**src/sv/ett_pkg.sv**
```systemverilog
package ett_pkg;

  localparam int TABLE_DEPTH_DEF = 16;
  localparam int KEY_BITS_DEF    = 64;

  localparam int KEY_W  = 64;  // token_key field width
  localparam int TIME_W = 31;  // current_time and time_to_live width
  localparam int EXP_W  = 32;  // stored expiry, never wraps
  localparam int REQ_W  = 2;
  localparam int CNT_W  = 5;
  localparam int STS_W  = 2;

  localparam logic [TIME_W-1:0] TTL_RESET = TIME_W'(1);
  localparam logic [CNT_W-1:0]  CNT_MAX   = '1;

  localparam logic [REQ_W-1:0] REQ_GEN   = 2'd0;
  localparam logic [REQ_W-1:0] REQ_RENEW = 2'd1;
  localparam logic [REQ_W-1:0] REQ_COUNT = 2'd2;

  localparam logic [STS_W-1:0] STS_DONE    = 2'd0;
  localparam logic [STS_W-1:0] STS_IGNORED = 2'd1;
  localparam logic [STS_W-1:0] STS_FULL    = 2'd2;

  // result of the shared compare unit for one table entry
  typedef struct packed {
    logic key_eq;
    logic live;
  } ett_cmp_t;

endpackage

```
**src/sv/expiring_token_table_top.sv**
```systemverilog
// Channel   Direction  Handshake                 Payload
// request   in         in_valid_i / in_stall_o   req_type_i, token_key_i, current_time_i
// result    out        out_valid_o / out_stall_i live_count_o, status_o
// config    in         cfg_we_i                  cfg_wdata_i (time_to_live)
//
// A request makes one pass over the key/expiry RAM through its single read
// port (one entry per cycle, read data registered in the RAM), then goes to the
// update state S_WR and to S_DONE, which loads the output register. in_stall_o
// is high for the whole pass and until the sequencer returns to idle.
// Reset clears the valid bits at once; no clearing pass is needed.
// A stalled result holds the sequencer before it returns to idle.
module expiring_token_table_top
  import ett_pkg::*;
#(
  parameter int TABLE_DEPTH = TABLE_DEPTH_DEF,
  parameter int KEY_BITS    = KEY_BITS_DEF
) (
  input  logic              clk_i,
  input  logic              rst_ni,
  input  logic              cfg_we_i,
  input  logic [TIME_W-1:0] cfg_wdata_i,
  input  logic              in_valid_i,
  output logic              in_stall_o,
  input  logic [REQ_W-1:0]  req_type_i,
  input  logic [KEY_W-1:0]  token_key_i,
  input  logic [TIME_W-1:0] current_time_i,
  output logic              out_valid_o,
  input  logic              out_stall_i,
  output logic [CNT_W-1:0]  live_count_o,
  output logic [STS_W-1:0]  status_o
);

  localparam int IDX_W = $clog2(TABLE_DEPTH);
  localparam int ENT_W = KEY_BITS + EXP_W;
  localparam logic [IDX_W-1:0] LAST_IDX = IDX_W'(TABLE_DEPTH - 1);

  localparam logic [1:0] S_IDLE = 2'd0;
  localparam logic [1:0] S_SCAN = 2'd1;
  localparam logic [1:0] S_WR   = 2'd2;
  localparam logic [1:0] S_DONE = 2'd3;

  logic [1:0]             state_q, state_d;
  logic [TIME_W-1:0]      ttl_q;
  logic [REQ_W-1:0]       req_q;
  logic [KEY_BITS-1:0]    key_q;
  logic [TIME_W-1:0]      now_q;
  logic [TABLE_DEPTH-1:0] valid_q, valid_d;

  logic             iss_q, iss_d;
  logic [IDX_W-1:0] rd_idx_q, rd_idx_d;
  logic             ev_vld_q, ev_vld_d;
  logic [IDX_W-1:0] ev_idx_q, ev_idx_d;

  logic             found_q, found_d;
  logic [IDX_W-1:0] hit_idx_q, hit_idx_d;
  logic             hit_live_q, hit_live_d;
  logic             free_q, free_d;
  logic [IDX_W-1:0] free_idx_q, free_idx_d;
  logic [CNT_W-1:0] cnt_q, cnt_d;
  logic [STS_W-1:0] sts_q, sts_d;

  logic             out_valid_q, out_valid_d;
  logic [CNT_W-1:0] out_cnt_q;
  logic [STS_W-1:0] out_sts_q;

  logic             ram_we;
  logic [IDX_W-1:0] ram_waddr;
  logic [ENT_W-1:0] ram_wdata;
  logic [ENT_W-1:0] ram_rdata;
  logic [EXP_W-1:0] expiry;
  ett_cmp_t         cmp;

  logic in_acc, out_free, ent_valid, ent_hit, ent_live;

  assign in_stall_o = (state_q != S_IDLE);
  assign in_acc     = in_valid_i && !in_stall_o;
  assign out_free   = !out_valid_q || !out_stall_i;
  assign expiry     = {1'b0, now_q} + {1'b0, ttl_q};

  ett_ram #(
    .WIDTH (ENT_W),
    .DEPTH (TABLE_DEPTH)
  ) u_ram (
    .clk_i   (clk_i),
    .we_i    (ram_we),
    .waddr_i (ram_waddr),
    .wdata_i (ram_wdata),
    .re_i    (iss_q),
    .raddr_i (rd_idx_q),
    .rdata_o (ram_rdata)
  );

  ett_cmp #(
    .KEY_BITS (KEY_BITS)
  ) u_cmp (
    .ent_key_i (ram_rdata[ENT_W-1:EXP_W]),
    .ent_exp_i (ram_rdata[EXP_W-1:0]),
    .req_key_i (key_q),
    .now_i     (now_q),
    .res_o     (cmp)
  );

  // key/expiry of entries never written are masked by their valid bit
  assign ent_valid = valid_q[ev_idx_q];
  assign ent_hit   = ent_valid && cmp.key_eq;
  assign ent_live  = ent_valid && cmp.live;

  always_comb begin
    state_d     = state_q;
    valid_d     = valid_q;
    iss_d       = iss_q;
    rd_idx_d    = rd_idx_q;
    ev_vld_d    = 1'b0;
    ev_idx_d    = rd_idx_q;
    found_d     = found_q;
    hit_idx_d   = hit_idx_q;
    hit_live_d  = hit_live_q;
    free_d      = free_q;
    free_idx_d  = free_idx_q;
    cnt_d       = cnt_q;
    sts_d       = sts_q;
    out_valid_d = out_valid_q && out_stall_i;
    ram_we      = 1'b0;
    ram_waddr   = hit_idx_q;
    ram_wdata   = {key_q, expiry};

    unique case (state_q)
      S_IDLE: begin
        if (in_acc) begin
          state_d  = S_SCAN;
          iss_d    = 1'b1;
          rd_idx_d = '0;
          found_d  = 1'b0;
          free_d   = 1'b0;
          cnt_d    = '0;
        end
      end
      S_SCAN: begin
        // issue side
        ev_vld_d = iss_q;
        if (iss_q) begin
          if (rd_idx_q == LAST_IDX) begin
            iss_d = 1'b0;
          end else begin
            rd_idx_d = rd_idx_q + 1'b1;
          end
        end
        // evaluate side, on the RAM data read in the cycle before
        if (ev_vld_q) begin
          if (ent_hit && !found_q) begin
            found_d    = 1'b1;
            hit_idx_d  = ev_idx_q;
            hit_live_d = cmp.live;
          end
          if (!ent_live && !free_q) begin
            free_d     = 1'b1;
            free_idx_d = ev_idx_q;
          end
          if (req_q == REQ_COUNT) begin
            if (ent_live) begin
              if (cnt_q != CNT_MAX) begin
                cnt_d = cnt_q + 1'b1;
              end
            end else begin
              valid_d[ev_idx_q] = 1'b0;
            end
          end
          if (ev_idx_q == LAST_IDX) begin
            state_d = S_WR;
          end
        end
      end
      S_WR: begin
        sts_d   = STS_DONE;
        state_d = S_DONE;
        case (req_q)
          REQ_GEN: begin
            if (found_q) begin
              ram_we    = 1'b1;
              ram_waddr = hit_idx_q;
            end else if (free_q) begin
              ram_we    = 1'b1;
              ram_waddr = free_idx_q;
            end else begin
              sts_d = STS_FULL;
            end
            if (ram_we) begin
              valid_d[ram_waddr] = 1'b1;
            end
          end
          REQ_RENEW: begin
            // stored key equals the request key on a hit
            if (found_q && hit_live_q) begin
              ram_we    = 1'b1;
              ram_waddr = hit_idx_q;
            end else begin
              sts_d = STS_IGNORED;
            end
          end
          default: begin
          end
        endcase
      end
      S_DONE: begin
        if (out_free) begin
          out_valid_d = 1'b1;
          state_d     = S_IDLE;
        end
      end
      default: begin
        state_d = S_IDLE;
      end
    endcase
  end

  always_ff @(posedge clk_i or negedge rst_ni) begin
    if (!rst_ni) begin
      state_q     <= S_IDLE;
      ttl_q       <= TTL_RESET;
      valid_q     <= '0;
      iss_q       <= 1'b0;
      ev_vld_q    <= 1'b0;
      out_valid_q <= 1'b0;
    end else begin
      state_q     <= state_d;
      valid_q     <= valid_d;
      iss_q       <= iss_d;
      ev_vld_q    <= ev_vld_d;
      out_valid_q <= out_valid_d;
      if (cfg_we_i) begin
        ttl_q <= cfg_wdata_i;
      end
    end
  end

  always_ff @(posedge clk_i) begin
    if (in_acc) begin
      req_q <= req_type_i;
      key_q <= token_key_i[KEY_BITS-1:0];
      now_q <= current_time_i;
    end
    rd_idx_q   <= rd_idx_d;
    ev_idx_q   <= ev_idx_d;
    found_q    <= found_d;
    hit_idx_q  <= hit_idx_d;
    hit_live_q <= hit_live_d;
    free_q     <= free_d;
    free_idx_q <= free_idx_d;
    cnt_q      <= cnt_d;
    sts_q      <= sts_d;
    if (state_q == S_DONE && out_free) begin
      out_cnt_q <= cnt_q;
      out_sts_q <= sts_q;
    end
  end

  assign out_valid_o  = out_valid_q;
  assign live_count_o = out_cnt_q;
  assign status_o     = out_sts_q;

  a_ram_wr_only_in_update: assert property (@(posedge clk_i) disable iff (!rst_ni)
    ram_we |-> (state_q == S_WR))
    else $error("table written outside update cycle");

  a_count_matches_valid: assert property (@(posedge clk_i) disable iff (!rst_ni)
    (state_q == S_DONE && req_q == REQ_COUNT) |->
      ((($countones(valid_q) > 31) && (cnt_q == CNT_MAX)) ||
       (32'($countones(valid_q)) == 32'(cnt_q))))
    else $error("live count disagrees with valid bits after count");

  a_hit_is_valid: assert property (@(posedge clk_i) disable iff (!rst_ni)
    (state_q == S_WR && found_q && req_q != REQ_COUNT) |-> valid_q[hit_idx_q])
    else $error("key hit on an invalid slot");

  a_result_from_done: assert property (@(posedge clk_i) disable iff (!rst_ni)
    $rose(out_valid_q) |-> ($past(state_q) == S_DONE))
    else $error("result raised outside done state");

endmodule

```
**src/sv/ett_ram.sv**
```systemverilog
module ett_ram #(
  parameter int WIDTH = 8,
  parameter int DEPTH = 16
) (
  input  logic                     clk_i,
  input  logic                     we_i,
  input  logic [$clog2(DEPTH)-1:0] waddr_i,
  input  logic [WIDTH-1:0]         wdata_i,
  input  logic                     re_i,
  input  logic [$clog2(DEPTH)-1:0] raddr_i,
  output logic [WIDTH-1:0]         rdata_o
);

  logic [WIDTH-1:0] mem_q [DEPTH];
  logic [WIDTH-1:0] rdata_q;

  always_ff @(posedge clk_i) begin
    if (we_i) begin
      mem_q[waddr_i] <= wdata_i;
    end
    if (re_i) begin
      rdata_q <= mem_q[raddr_i];
    end
  end

  assign rdata_o = rdata_q;

endmodule

```
**src/sv/ett_cmp.sv**
```systemverilog
module ett_cmp
  import ett_pkg::*;
#(
  parameter int KEY_BITS = KEY_BITS_DEF
) (
  input  logic [KEY_BITS-1:0] ent_key_i,
  input  logic [EXP_W-1:0]    ent_exp_i,
  input  logic [KEY_BITS-1:0] req_key_i,
  input  logic [TIME_W-1:0]   now_i,
  output ett_cmp_t            res_o
);

  always_comb begin
    res_o.key_eq = (ent_key_i == req_key_i);
    res_o.live   = (ent_exp_i > {1'b0, now_i});
  end

endmodule
```
**config.mk**
```make
export PLATFORM = sky130hd
export DESIGN_NAME = expiring_token_table_top
export DESIGN_NICKNAME = d
export VERILOG_FILES = /design/src/sv/ett_pkg.sv /design/src/sv/expiring_token_table_top.sv /design/src/sv/ett_ram.sv /design/src/sv/ett_cmp.sv
export SDC_FILE = /design/constraint.sdc
export NUM_CORES = 2
export LEC_CHECK = 0
export BUFFER_PORTS_ARGS = -buffer_cell sky130_fd_sc_hd__buf_2
export CAP_MARGIN = 10
export CORE_ASPECT_RATIO = 1.4
export CORE_MARGIN = 3
export CORE_UTILIZATION = 48
export CTS_BUF_LIST = sky130_fd_sc_hd__clkbuf_4
export CTS_CLUSTER_SIZE = 16
export DETAILED_ROUTE_END_ITERATION = 10
export PLACE_DENSITY = 0.67
export SYNTH_ARGS = -nofsm -noshare
export SYNTH_HDL_FRONTEND = slang
export SYNTH_SLANG_ARGS = --single-unit
```
**constraint.sdc**
```tcl
create_clock -name clk_i -period 7 [get_ports clk_i]
set_input_delay 1.05 -clock clk_i [delete_from_list [all_inputs] [get_ports clk_i]]
set_output_delay 1.05 -clock clk_i [all_outputs]
set_load 0.1 [all_outputs]
```
==> results.md <==
- Status: complete, no violations
- Initial antenna violation count: 3
- Slew Viols, Final: 0
- Global-route wire length before repair: about 230000 um
- Die Y: around 460 um
- Num CTS Buffers: between 400 and 500
- RSZ-0062 raised after global routing: false
- Fraction of registers with async set/reset: between 2 and 3%
- Share of cells above drive strength 1: a little over a third
- Port bufs: ~140
- Most frequent cell after synthesis: edfxtp_1
- All-layer global routing usage: a little over a fifth
- Syn avg cell area: between 20 and 25 sq um
- Core Util, Final: between 50% and 60%
- YS warnings: 0
- Final HPWL DP: just under 80000 um
- Initial core utilization: about half
- Gates resized, CTS repair: 0
- Setup WS post-layout: between 2 and 3 ns
- Syn-to-layout area delta: 14.5%
- Crit path time final: 4.17 ns
- Vias: between 30k and 40k
- Hold WS: ~0.3 ns
- P per Cell Area: ~260 nW/um^2
- Largest net degree at the start of global routing: 132
- Top post-synthesis cells by area: edfxtp_1, mux4_2, dfrtp_1, ha_1, xnor2_1
- Max-Slew Margin vs Limit: about a fifth
- Synth Cell Area: 70000 sq um
- Setup Crit Path Kind: register to register
- Final Skew: between 0.08 and 0.09 ns
- Flops & latches, synth: approximately 1.8k
- Clock slew at reported path FFs: about 0.07 ns
- Vias in the first global route: roughly 36k
- Crit path required time: just under 8 ns
- Synth Flop Type: edfxtp_1
- CTS tree: done
- Placement Rows: ~170
- Io pins: 142
- DIE AREA: between 150000 and 200000 sq um
- Seq/Total Area, Yosys: just under 80%
- WL final: 155000 um
- Top cells by count, synth: edfxtp_1, mux4_2, clkbuf_1
- EDFF count, synth: about 1.8k
- Routability Congestion: 0.929
- Vias/cell: about 5.8
- Yosys top cell area share: between 70% and 80%
- Pre-antenna DRT Iters: 5
- Final hold vios: 0
- VDD IR max: roughly 0.19 mV
- Critical path arrival: 5.06 ns
- H-tree depth: 5
- Clock root cell: clkbuf_4
- Max FO, Critical Path: 16
- Drt drc: 0
- Transition time of the tightest slew-check pin: roughly 1.2 ns
- Die width: 329 um
- Clock Latency Late Sink: around 1.3 ns
- Path type of the worst min-delay path: primary input to register
- Static Leak: 25.7 nW
- Syn Nets: between 3k and 4k
- Worst Setup Start Kind: register
- Area leader, netlist: edfxtp_1
- Distinct cells, synth: 70
- Maximum clock frequency: between 0.2 and 0.25 GHz
- Max cap viols: 0
- Cell count after synthesis: 3044
- Crit share post-route: around three fifths
- Setup crit end kind: register
- Core area: 145000 sq um
- Drt initial violations: between 2k and 3k
- Sinks on Clock Net: approximately 1.8k
- Aggregate global routing overflow: 0
- CTS Buffer Depth: 4
- Reg2Reg Setup Slack: 2.83 ns
- Place WS: 2.83 ns
- Final setup vio count: 0
- Total negative slack: 0 ns
- Fin nets: a little under 4k
- Antenna viol nets, final: 0
- Routed length per instance: about 26 um
logic make-up after synthesis:
| family | Yosys count | synth area share [%] |
|---|---|---|
| compound gates | 184 | 1.82 |
| xor+xnor | 78 | 0.975 |
| fa+ha+maj | 71 | 1.28 |
| buf+inv | 185 | 1.01 |
| flops | 1814 | 77.3 |
| mux | 521 | 16.2 |
| simple gates | 191 | 1.41 |
repair_timing:
action,CTS,global route
hold buffers,130,0
hold endpoints to repair,180,0
buffers inserted,0,0
worst max-delay path, cell delays in order, from the launching register on:
cell	delay (ns)
dfstp_2	0.53
ha_1	0.17
inv_1	0.05
fa_1	0.39
nand2b_1	0.18
a21o_1	0.18
a31oi_1	0.36
a311oi_2	0.31
o21ai_1	0.49
a221o_1	0.29
xor2_1	0.82
power by group:
group	internal, mW	switching, mW
Clock	4.28	4.02
Sequential	12.0	0.0104
Combinational	0.188	0.316
Total	16.4	4.35
stage by stage:
stage	std cells	instance area, sq um	total power, mW
after floorplan	3044	70000	12.4
after global placement	5037	73400	12.6
after detailed placement	5037	73400	12.6
after CTS	5928	80100	21.0
after global routing	5944	80200	21.6
final	5944	80200	20.8
area by class of cell:
cell class,instances,area [sq um]
Fill cell,10900,64500
Tap cell,1920,2400
Multi-Input combinational cell,1045,15300
Timing Repair Buffer,338,2730
Clock inverter,136,684
Inverter,62,233
Clock buffer,625,4690
Sequential cell,1814,54200
Antenna cell,4,10.0
placed cells by master, fill, tap and decap left out, types with 11 or more instances in the layout:
master and n:
mux4_2 485, buf_4 48, o21ai_0 28, nor2_1 35, nand3_1 18, ha_1 70, buf_12 16, buf_2 141
inv_1 62, nand4_1 18, xnor2_1 45, a21oi_1 38, clkbuf_4 625, nor2_4 16, a21o_1 29, dlygate4sd3_1 130
nand2_1 33, clkinv_2 21, xor2_1 32, clkinv_1 102, o31ai_1 12, edfxtp_1 1758, mux2_2 32, dfrtp_1 50
nor2b_1 11
state kept, by name, indices dropped and copies added, names as in the netlist, 4 cells and up:
| register | count |
|---|---|
| u_ram.mem_q | 1536 |
| ttl_q | 31 |
| u_ram.rdata_o | 96 |
| ev_idx_d | 4 |
| key_q | 64 |
| valid_q | 16 |
| live_count_o | 5 |
| hit_idx_q | 4 |
| free_idx_q | 4 |
| now_q | 31 |
| ev_idx_q | 4 |
| cnt_q | 5 |
path summary, 6_finish.rpt:
kind | start | to | depth (start not counted)
max in group asynchronous | rst_ni | iss_q | 3
worst max register to register | ttl_q[0] | u_ram.mem_q[12][28] | 10
min in group asynchronous | rst_ni | ttl_q[4] | 3
worst max-delay path | ttl_q[0] | u_ram.mem_q[12][28] | 10
worst min register to register | cnt_q[4] | live_count_o[4] | 0
worst min-delay path | in_valid_i | state_q[0] | 3
per-layer routing:
layer  track usage (%)  wire length [um]  vias up  part of all wire (%)
li1                  -                 -    14500                     -
met1              27.7             61400    18100                    40
met2              35.2             79900     1337                    51
met3              3.79              9630      264                   6.2
met4              7.68              4420        0                   2.8
met5                 0                 0        -                     0
Power figures use the tool's default switching activity.
